[src/sv/vtm_pkg.sv]
// ----------------------------------------------------------------------------
// vtm_pkg
// Shared types, register codes and defaults for the video transition mixer.
// ----------------------------------------------------------------------------
package vtm_pkg;

  localparam int unsigned STEPS_DEF   = 20;
  localparam int unsigned MAX_DIM_DEF = 4096;

  localparam int unsigned PIX_W      = 8;
  localparam int unsigned COORD_W    = 12;
  localparam int unsigned STEP_W     = 5;
  localparam int unsigned DIM_W      = 13;
  localparam int unsigned BANDH_W    = 12;
  localparam int unsigned FILL_W     = 24;
  localparam int unsigned CFG_IDX_W  = 3;
  localparam int unsigned CFG_DATA_W = 24;
  localparam int unsigned NUM_CH     = 3;

  typedef enum logic [1:0] {
    MODE_DISSOLVE   = 2'd0,
    MODE_WIPE_LEFT  = 2'd1,
    MODE_WIPE_RIGHT = 2'd2,
    MODE_BOX        = 2'd3
  } mode_e;

  typedef enum logic [CFG_IDX_W-1:0] {
    REG_MODE         = 3'd0,
    REG_FRAME_WIDTH  = 3'd1,
    REG_FRAME_HEIGHT = 3'd2,
    REG_BAND_WIDTH   = 3'd3,
    REG_BAND_HEIGHT  = 3'd4,
    REG_FILL_COLOUR  = 3'd5
  } cfg_reg_e;

  localparam logic [DIM_W-1:0]   FRAME_WIDTH_RST  = 13'd640;
  localparam logic [DIM_W-1:0]   FRAME_HEIGHT_RST = 13'd480;
  localparam logic [DIM_W-1:0]   BAND_WIDTH_RST   = 13'd32;
  localparam logic [BANDH_W-1:0] BAND_HEIGHT_RST  = 12'd12;
  localparam logic [FILL_W-1:0]  FILL_COLOUR_RST  = 24'd1;

  typedef struct packed {
    mode_e                mode;
    logic [DIM_W-1:0]     frame_width;
    logic [DIM_W-1:0]     frame_height;
    logic [DIM_W-1:0]     band_width;
    logic [BANDH_W-1:0]   band_height;
    logic [FILL_W-1:0]    fill_colour;
  } cfg_t;

  // per-stage load enables
  typedef struct packed {
    logic a_en;
    logic b_en;
    logic c_en;
  } pipe_en_t;

endpackage

[src/sv/video_transition_mixer.sv]
// ----------------------------------------------------------------------------
// video_transition_mixer
// Each input beat moves through the stage A, B and C registers to the output.
// Throughput: one pixel per cycle while the output is not stalled, set by the
// three-register pipeline whose stages all advance when the output register
// frees up. Reset clears all stage valid bits and loads register defaults.
// Per-pixel dissolve, wipe and box mixer of an old and a new frame.
// ----------------------------------------------------------------------------
module video_transition_mixer #(
  parameter int unsigned STEPS   = vtm_pkg::STEPS_DEF,
  parameter int unsigned MAX_DIM = vtm_pkg::MAX_DIM_DEF
) (
  input  logic                            clk_i,
  input  logic                            rst_ni,

  input  logic                            cfg_we_i,
  input  logic [vtm_pkg::CFG_IDX_W-1:0]   cfg_idx_i,
  input  logic [vtm_pkg::CFG_DATA_W-1:0]  cfg_data_i,

  input  logic                            in_valid_i,
  output logic                            in_stall_o,
  input  logic [vtm_pkg::COORD_W-1:0]     pixel_x_i,
  input  logic [vtm_pkg::COORD_W-1:0]     pixel_y_i,
  input  logic [vtm_pkg::STEP_W-1:0]      step_index_i,
  input  logic [vtm_pkg::PIX_W-1:0]       old_blue_i,
  input  logic [vtm_pkg::PIX_W-1:0]       old_green_i,
  input  logic [vtm_pkg::PIX_W-1:0]       old_red_i,
  input  logic [vtm_pkg::PIX_W-1:0]       new_blue_i,
  input  logic [vtm_pkg::PIX_W-1:0]       new_green_i,
  input  logic [vtm_pkg::PIX_W-1:0]       new_red_i,

  output logic                            out_valid_o,
  input  logic                            out_stall_i,
  output logic [vtm_pkg::PIX_W-1:0]       out_blue_o,
  output logic [vtm_pkg::PIX_W-1:0]       out_green_o,
  output logic [vtm_pkg::PIX_W-1:0]       out_red_o
);

  vtm_pkg::cfg_t      cfg;
  vtm_pkg::pipe_en_t  en;
  logic               a_valid_q, b_valid_q, c_valid_q;
  logic               a_valid_d, b_valid_d, c_valid_d;

  vtm_cfg u_cfg (
    .clk_i      (clk_i),
    .rst_ni     (rst_ni),
    .cfg_we_i   (cfg_we_i),
    .cfg_idx_i  (cfg_idx_i),
    .cfg_data_i (cfg_data_i),
    .cfg_o      (cfg)
  );

  // a stage loads when it is empty or its contents move on
  always_comb begin
    en.c_en   = !c_valid_q || !out_stall_i;
    en.b_en   = !b_valid_q || en.c_en;
    en.a_en   = !a_valid_q || en.b_en;
    a_valid_d = en.a_en ? in_valid_i : a_valid_q;
    b_valid_d = en.b_en ? a_valid_q  : b_valid_q;
    c_valid_d = en.c_en ? b_valid_q  : c_valid_q;
  end

  always_ff @(posedge clk_i or negedge rst_ni) begin
    if (!rst_ni) begin
      a_valid_q <= 1'b0;
      b_valid_q <= 1'b0;
      c_valid_q <= 1'b0;
    end else begin
      a_valid_q <= a_valid_d;
      b_valid_q <= b_valid_d;
      c_valid_q <= c_valid_d;
    end
  end

  assign in_stall_o  = !en.a_en;
  assign out_valid_o = c_valid_q;

  vtm_datapath #(
    .STEPS   (STEPS),
    .MAX_DIM (MAX_DIM)
  ) u_datapath (
    .clk_i        (clk_i),
    .en_i         (en),
    .cfg_i        (cfg),
    .pixel_x_i    (pixel_x_i),
    .pixel_y_i    (pixel_y_i),
    .step_index_i (step_index_i),
    .old_blue_i   (old_blue_i),
    .old_green_i  (old_green_i),
    .old_red_i    (old_red_i),
    .new_blue_i   (new_blue_i),
    .new_green_i  (new_green_i),
    .new_red_i    (new_red_i),
    .out_blue_o   (out_blue_o),
    .out_green_o  (out_green_o),
    .out_red_o    (out_red_o)
  );

endmodule

[src/sv/vtm_cfg.sv]
// ----------------------------------------------------------------------------
// vtm_cfg
// Configuration register file, written through a plain write port.
// ----------------------------------------------------------------------------
module vtm_cfg (
  input  logic                               clk_i,
  input  logic                               rst_ni,
  input  logic                               cfg_we_i,
  input  logic [vtm_pkg::CFG_IDX_W-1:0]      cfg_idx_i,
  input  logic [vtm_pkg::CFG_DATA_W-1:0]     cfg_data_i,
  output vtm_pkg::cfg_t                      cfg_o
);

  vtm_pkg::cfg_t cfg_q, cfg_d;

  always_comb begin
    cfg_d = cfg_q;
    if (cfg_we_i) begin
      unique case (vtm_pkg::cfg_reg_e'(cfg_idx_i))
        vtm_pkg::REG_MODE: begin
          cfg_d.mode = vtm_pkg::mode_e'(cfg_data_i[1:0]);
        end
        vtm_pkg::REG_FRAME_WIDTH: begin
          cfg_d.frame_width = cfg_data_i[vtm_pkg::DIM_W-1:0];
        end
        vtm_pkg::REG_FRAME_HEIGHT: begin
          cfg_d.frame_height = cfg_data_i[vtm_pkg::DIM_W-1:0];
        end
        vtm_pkg::REG_BAND_WIDTH: begin
          cfg_d.band_width = cfg_data_i[vtm_pkg::DIM_W-1:0];
        end
        vtm_pkg::REG_BAND_HEIGHT: begin
          cfg_d.band_height = cfg_data_i[vtm_pkg::BANDH_W-1:0];
        end
        vtm_pkg::REG_FILL_COLOUR: begin
          cfg_d.fill_colour = cfg_data_i[vtm_pkg::FILL_W-1:0];
        end
        default: begin
          cfg_d = cfg_q;
        end
      endcase
    end
  end

  always_ff @(posedge clk_i or negedge rst_ni) begin
    if (!rst_ni) begin
      cfg_q.mode         <= vtm_pkg::MODE_DISSOLVE;
      cfg_q.frame_width  <= vtm_pkg::FRAME_WIDTH_RST;
      cfg_q.frame_height <= vtm_pkg::FRAME_HEIGHT_RST;
      cfg_q.band_width   <= vtm_pkg::BAND_WIDTH_RST;
      cfg_q.band_height  <= vtm_pkg::BAND_HEIGHT_RST;
      cfg_q.fill_colour  <= vtm_pkg::FILL_COLOUR_RST;
    end else begin
      cfg_q <= cfg_d;
    end
  end

  assign cfg_o = cfg_q;

endmodule

[src/sv/vtm_datapath.sv]
// ----------------------------------------------------------------------------
// vtm_datapath
// Three-stage pixel datapath: input register, weights and band products,
// then reciprocal divide, reveal compare and output select.
// ----------------------------------------------------------------------------
module vtm_datapath #(
  parameter int unsigned STEPS   = vtm_pkg::STEPS_DEF,
  parameter int unsigned MAX_DIM = vtm_pkg::MAX_DIM_DEF
) (
  input  logic                          clk_i,
  input  vtm_pkg::pipe_en_t             en_i,
  input  vtm_pkg::cfg_t                 cfg_i,
  input  logic [vtm_pkg::COORD_W-1:0]   pixel_x_i,
  input  logic [vtm_pkg::COORD_W-1:0]   pixel_y_i,
  input  logic [vtm_pkg::STEP_W-1:0]    step_index_i,
  input  logic [vtm_pkg::PIX_W-1:0]     old_blue_i,
  input  logic [vtm_pkg::PIX_W-1:0]     old_green_i,
  input  logic [vtm_pkg::PIX_W-1:0]     old_red_i,
  input  logic [vtm_pkg::PIX_W-1:0]     new_blue_i,
  input  logic [vtm_pkg::PIX_W-1:0]     new_green_i,
  input  logic [vtm_pkg::PIX_W-1:0]     new_red_i,
  output logic [vtm_pkg::PIX_W-1:0]     out_blue_o,
  output logic [vtm_pkg::PIX_W-1:0]     out_green_o,
  output logic [vtm_pkg::PIX_W-1:0]     out_red_o
);

  localparam int unsigned PIX_W   = vtm_pkg::PIX_W;
  localparam int unsigned NUM_CH  = vtm_pkg::NUM_CH;
  localparam int unsigned S_W     = $clog2(STEPS + 1);
  localparam int unsigned CMP_W   = (S_W > vtm_pkg::STEP_W) ? S_W : vtm_pkg::STEP_W;
  localparam int unsigned SUM_W   = PIX_W + S_W;
  // exact floor division by STEPS for any sum below 2**SUM_W
  localparam int unsigned SHIFT   = SUM_W + $clog2(STEPS);
  localparam int unsigned RECIP   = ((1 << SHIFT) + STEPS - 1) / STEPS;
  localparam int unsigned PROD_W  = 2 * SUM_W + 1;
  localparam int unsigned PW      = S_W + vtm_pkg::DIM_W + 1;
  localparam int unsigned MD_W    = $clog2(MAX_DIM + 1);
  localparam int unsigned CL_W    = (MD_W > vtm_pkg::DIM_W) ? MD_W : vtm_pkg::DIM_W;

  // stage A
  logic [vtm_pkg::COORD_W-1:0]   x_a_q, y_a_q;
  logic [vtm_pkg::STEP_W-1:0]    s_a_q;
  logic [NUM_CH-1:0][PIX_W-1:0]  old_a_q, new_a_q;

  always_ff @(posedge clk_i) begin
    if (en_i.a_en) begin
      x_a_q   <= pixel_x_i;
      y_a_q   <= pixel_y_i;
      s_a_q   <= step_index_i;
      old_a_q <= {old_red_i, old_green_i, old_blue_i};
      new_a_q <= {new_red_i, new_green_i, new_blue_i};
    end
  end

  // stage B: saturated step, blend weights, band products
  logic [CMP_W-1:0]              s_ext;
  logic [S_W-1:0]                s_sat, wt_old;
  logic [NUM_CH-1:0][SUM_W-1:0]  sum_d, sum_b_q;
  logic [PW-1:0]                 sbw_d, hx_d, hy_d;
  logic [PW-1:0]                 sbw_b_q, hx_b_q, hy_b_q;
  logic [vtm_pkg::COORD_W-1:0]   x_b_q, y_b_q;
  logic [NUM_CH-1:0][PIX_W-1:0]  new_b_q;

  always_comb begin
    s_ext  = CMP_W'(s_a_q);
    s_sat  = (s_ext > CMP_W'(STEPS)) ? S_W'(STEPS) : S_W'(s_ext);
    wt_old = S_W'(STEPS) - s_sat;
    for (int ch = 0; ch < NUM_CH; ch++) begin
      sum_d[ch] = SUM_W'(old_a_q[ch]) * SUM_W'(wt_old)
                + SUM_W'(new_a_q[ch]) * SUM_W'(s_sat)
                + SUM_W'(STEPS / 2);
    end
    sbw_d = PW'(s_sat) * PW'(cfg_i.band_width);
    hx_d  = PW'(s_sat) * PW'(cfg_i.band_width >> 1);
    hy_d  = PW'(s_sat) * PW'(cfg_i.band_height);
  end

  always_ff @(posedge clk_i) begin
    if (en_i.b_en) begin
      sum_b_q <= sum_d;
      sbw_b_q <= sbw_d;
      hx_b_q  <= hx_d;
      hy_b_q  <= hy_d;
      x_b_q   <= x_a_q;
      y_b_q   <= y_a_q;
      new_b_q <= new_a_q;
    end
  end

  // stage C: divide, reveal, select
  logic [CL_W-1:0]               w_ext, h_ext, w_cl, h_cl;
  logic [PW-1:0]                 x_p, y_p, cx, cy;
  logic                          reveal;
  logic [NUM_CH-1:0][PROD_W-1:0] prod;
  logic [NUM_CH-1:0][PIX_W-1:0]  quot, fill, out_d, out_q;

  always_comb begin
    w_ext = CL_W'(cfg_i.frame_width);
    h_ext = CL_W'(cfg_i.frame_height);
    w_cl  = (w_ext > CL_W'(MAX_DIM)) ? CL_W'(MAX_DIM) : w_ext;
    h_cl  = (h_ext > CL_W'(MAX_DIM)) ? CL_W'(MAX_DIM) : h_ext;
    cx    = PW'(w_cl >> 1);
    cy    = PW'(h_cl >> 1);
    x_p   = PW'(x_b_q);
    y_p   = PW'(y_b_q);

    unique case (cfg_i.mode)
      vtm_pkg::MODE_WIPE_LEFT: begin
        reveal = x_p < sbw_b_q;
      end
      vtm_pkg::MODE_WIPE_RIGHT: begin
        reveal = (x_p + sbw_b_q) >= PW'(w_cl);
      end
      vtm_pkg::MODE_BOX: begin
        reveal = ((x_p + hx_b_q) >= cx) && (x_p < (cx + hx_b_q)) &&
                 ((y_p + hy_b_q) >= cy) && (y_p < (cy + hy_b_q));
      end
      default: begin
        reveal = 1'b0;
      end
    endcase

    fill = cfg_i.fill_colour;
    for (int ch = 0; ch < NUM_CH; ch++) begin
      prod[ch] = PROD_W'(sum_b_q[ch]) * PROD_W'(RECIP);
      quot[ch] = prod[ch][SHIFT +: PIX_W];
      if (cfg_i.mode == vtm_pkg::MODE_DISSOLVE) begin
        out_d[ch] = quot[ch];
      end else if (reveal) begin
        out_d[ch] = new_b_q[ch];
      end else begin
        out_d[ch] = fill[ch];
      end
    end
  end

  always_ff @(posedge clk_i) begin
    if (en_i.c_en) begin
      out_q <= out_d;
    end
  end

  assign out_blue_o  = out_q[0];
  assign out_green_o = out_q[1];
  assign out_red_o   = out_q[2];

endmodule

[config.mk]
export PLATFORM = sky130hd
export DESIGN_NAME = video_transition_mixer
export DESIGN_NICKNAME = d
export VERILOG_FILES = /design/src/sv/vtm_pkg.sv /design/src/sv/video_transition_mixer.sv /design/src/sv/vtm_cfg.sv /design/src/sv/vtm_datapath.sv
export SDC_FILE = /design/constraint.sdc
export NUM_CORES = 2
export LEC_CHECK = 0
export ABC_AREA = 1
export BUFFER_PORTS_ARGS = -buffer_cell sky130_fd_sc_hd__clkbuf_2
export CORE_UTILIZATION = 50
export CTS_CLUSTER_SIZE = 28
export DETAILED_ROUTE_END_ITERATION = 8
export PLACE_DENSITY = 0.69
export SLEW_MARGIN = 40
export SYNTH_ARGS = -nofsm -noshare
export SYNTH_HDL_FRONTEND = slang
export SYNTH_SLANG_ARGS = --single-unit
[constraint.sdc]
create_clock -name clk_i -period 6.45 [get_ports clk_i]
set_clock_uncertainty 0.15 [all_clocks]
set_input_delay 1.29 -clock clk_i [delete_from_list [all_inputs] [get_ports clk_i]]
set_output_delay 1.29 -clock clk_i [all_outputs]
set_load 0.01 [all_outputs]
==> tab_implementation.tex <==
\begin{tabular}{lr}
\hline
Metric & Value \\
\hline
\multicolumn{2}{l}{\textbf{Floorplan}} \\
\quad \# IOs & 135 \\
\quad Total Die Area & 73400 um\^{}2 \\
\quad Die span in x & 271 um \\
\quad Floorplan Core Area & 71500 um\^{}2 \\
\quad Die height & 271 um \\
\quad Number of core rows & 98 \\
\quad Starting density of the core & 50.6\% \\
\multicolumn{2}{l}{\textbf{Synth}} \\
\quad Count of cell types in the netlist & 48 \\
\quad Count of flip-flops with a built-in enable after synthesis & 240 \\
\quad Syn avg cell area & 8.85 um\^{}2 \\
\quad Async set-reset flop share out of synthesis & 25.0\% \\
\quad Area leader, netlist & fa\_1 \\
\quad Sequential element share of the synthesized area & 25.5\% \\
\quad Synth Instances & 4083 \\
\quad Warnings, synthesis & 0 \\
\quad Top flip-flop cell by instance count after synthesis & edfxtp\_1 \\
\quad Area fraction of the dominant cell type after synthesis & 20.7\% \\
\quad Post-synthesis sequential element count & 320 \\
\quad Post-Syn Area & 36200 um\^{}2 \\
\quad Ranking of synthesized cells by area & fa\_1, edfxtp\_1, ha\_1 \\
\quad Synthesized net count & 5118 \\
\multicolumn{2}{l}{\textbf{STA}} \\
\quad Headroom to the max-slew limit & 50.5\% \\
\quad Pins over their slew limit & 0 \\
\quad Final period utilization & 95.5\% \\
\quad Setup violators final & 0 \\
\quad Total Negative Setup Slacks & 0 ns \\
\quad Final worst path period need & 6.16 ns \\
\quad Fmax & 162 MHz \\
\quad Hold violation count in the final report & 0 \\
\quad Slew at the pin closest to its max-slew limit & 0.736 ns \\
\multicolumn{2}{l}{\textbf{Critical path}} \\
\quad Data arrival time of the critical path & 6.33 ns \\
\quad Largest fanout of any net on the critical path & 7 \\
\quad Required time at the endpoint of the critical path & 6.62 ns \\
\quad Crit start category & flip-flop \\
\quad Most frequent CP cell & inv\_1 \\
\quad Slowest library cell on the worst path & fa\_1 \\
\quad Max incr delay on CP & 0.54 ns \\
\quad Worst setup path class & reg -> reg \\
\quad Capturing element type of the critical path & flip-flop \\
\multicolumn{2}{l}{\textbf{CTS}} \\
\quad Clk sink count & 320 \\
\quad Clock transition time at the flip-flop clock pins of the worst setup and hold paths & 0.06 ns \\
\quad CTS root buffer & clkbuf\_16 \\
\quad Clock tree from TritonCTS & built \\
\quad H-tree levels & 2 \\
\quad Total clock buffers created by CTS & 40 \\
\quad Worst-case clock buffer depth & 3 \\
\quad Count of hold-fix buffers inserted at cts & 0 \\
\quad Clock insertion delay at the later pin of the skew report & 0.58 ns \\
\multicolumn{2}{l}{\textbf{Placement}} \\
\quad Estimated wirelength of the detail-placed design & 71400 um \\
\quad Number of cells after detailed placement & 5140 \\
\quad Placed inst area & 38100 um\^{}2 \\
\quad Weighted congestion reported at the end of routability-driven placement & 0.961 \\
\quad Count of input and output buffers & 134 \\
\multicolumn{2}{l}{\textbf{Cells and area}} \\
\quad Diodes inserted & 0 \\
\quad Final net count & 5269 \\
\quad Fraction of layout instances using a drive strength above 1 & 7.17\% \\
\quad Area of all placed cells without fillers & 39500 um\^{}2 \\
\quad Fillcell total & 6421 \\
\quad Area delta synth->final & 9.37\% \\
\quad Core Util, Final & 55.3\% \\
\quad Most frequent standard cell in the layout excluding fill and tap cells & inv\_1 \\
\quad Final standard cell count with taps included and fillers excluded & 5216 \\
\quad Highest-count cells in the layout ignoring fill and taps & inv\_1, nand2\_1, ha\_1, fa\_1, nor2\_1 \\
\multicolumn{2}{l}{\textbf{Drt}} \\
\quad Detailed-route wire length & 86900 um \\
\quad Count of vias placed by the detailed router & 26600 \\
\quad Initial drt markers & 1733 \\
\quad Post-route DRC violation count & 0 \\
\quad Remaining antenna violation count & 0 \\
\quad Vias per Instance & 5.10 \\
\quad Wire length per cell after detailed routing & 16.7 um \\
\quad Number of detailed-route iterations in the first pass & 6 \\
\multicolumn{2}{l}{\textbf{Global routing}} \\
\quad Wire length of the first global-routing pass & 141000 um \\
\quad Antenna violations before repair & 5 \\
\quad Vias in the first global route & 26600 \\
\quad Total overflow reported by the global router & 0 \\
\quad Gr usage total & 24.2\% \\
\quad Largest net degree at the start of global routing & 72 \\
\multicolumn{2}{l}{\textbf{Run status}} \\
\quad Status & complete, no violations \\
\multicolumn{2}{l}{\textbf{Hold path}} \\
\quad Worst min-delay path class & reg -> reg \\
\multicolumn{2}{l}{\textbf{Flow run}} \\
\quad Number of violations of the max-capacitance limit & 0 \\
\hline
\end{tabular}
cell usage after synthesis, drive strengths merged (9+ instances only):
library cell	count
inv	897
nand2	815
ha	553
fa	373
nor2	301
edfxtp	240
a21oi	190
nand3	141
o21ai	131
xor2	97
dfrtp	70
xnor2	56
clkbuf	45
nand4	18
nand3b	17
nor3	17
buf	15
o21bai	12
mux2	11
nor4	11
a21o	10
dfstp	10
a31oi	9
worst paths after layout:
| kind | slack, ns | from | end | depth (start not counted) |
|---|---|---|---|---|
| max reg2reg | 0.29 | u_datapath.s_a_q[2] | u_datapath.sum_b_q[12] | 31 |
| min reg2reg | 0.26 | u_datapath.y_a_q[4] | u_datapath.y_b_q[4] | 0 |
| max | 0.29 | u_datapath.s_a_q[2] | u_datapath.sum_b_q[12] | 31 |
| max in group asynchronous | 4.82 | rst_ni | u_cfg.cfg_o[43] | 2 |
| min in group asynchronous | 0.43 | rst_ni | b_valid_q | 1 |
| min | 0.26 | u_datapath.y_a_q[4] | u_datapath.y_b_q[4] | 0 |
state kept, by name (all words and copies together) (netlist names):
name	flops
u_datapath.out_red_o	8
u_datapath.sbw_b_q	18
u_datapath.s_a_q	5
u_datapath.y_b_q	12
u_datapath.new_b_q	24
u_datapath.out_green_o	8
u_datapath.hy_b_q	17
u_datapath.out_blue_o	8
u_datapath.new_a_q	24
u_datapath.x_a_q	12
u_cfg.cfg_o	77
u_datapath.y_a_q	12
u_datapath.x_b_q	12
u_datapath.sum_b_q	39
u_datapath.hx_b_q	17
a_valid_q	1
u_datapath.old_a_q	24
b_valid_q	1
out_valid_o	1
through the flow:
stage | hold WS [ns] | setup WS [ns]
4_1_cts | 0.267 | 0.0187
5_1_grt | 0.273 | -0.0103
6_report | 0.264 | 0.289
2_1_floorplan | 0.250 | 0.00961
3_3_place_gp | 0.255 | 0.0647
3_5_place_dp | 0.255 | -0.106
critical path, delay by kind of cell, from the launching register on:
kind | cells | cell delay [ns]
xor gates and xnor gates | 1 | 0.08
adders and majority gates | 7 | 2.99
DFF | 1 | 0.38
and+or+nand+nor | 7 | 0.63
AOI/OAI and AO/OA | 6 | 0.85
buffers and inverters | 10 | 0.83
routing by layer:
layer | GRT usage [%] | vias up | wire length (um)
met2 | 38.2 | 710 | 38700
li1 | - | 13200 | -
met5 | 0 | - | 0
met1 | 34.9 | 12600 | 40800
met3 | 3.83 | 108 | 5630
met4 | 5.74 | 0 | 1890
cell families (layout without fill, tap and decap cells):
group	after synthesis	after routing	synth area share, %
compound gates	378	378	5.62
xor+xnor	153	153	3.71
fa+ha+maj	926	926	39.8
buf+inv	960	1143	10.1
flops	320	320	25.5
mux	11	11	0.343
simple gates	1335	1335	15.0
layout make-up:
cell class / instances / area, um^2 / share of cell area, %
Clock buffer: 51 / 1150 / 2.90
Clock inverter: 23 / 211 / 0.535
Inverter: 900 / 3400 / 8.59
Multi-Input combinational cell: 2803 / 23400 / 59.2
Sequential cell: 320 / 9220 / 23.3
Tap cell: 950 / 1190 / 3.01
Timing Repair Buffer: 169 / 972 / 2.46
what timing repair did:
| item | CTS | global route |
|---|---|---|
| pin swaps | 0 | 4 |
| buffers inserted | 0 | 2 |
| setup endpoints to repair | 5 | 12 |
| resized for setup | 2 | 24 |
| endpoints found under the hold margin | 0 | 0 |
| gates cloned | 0 | 0 |
Power is not shown: default switching activity piles up to over one toggle a cycle in this logic, so the estimate is an artifact.
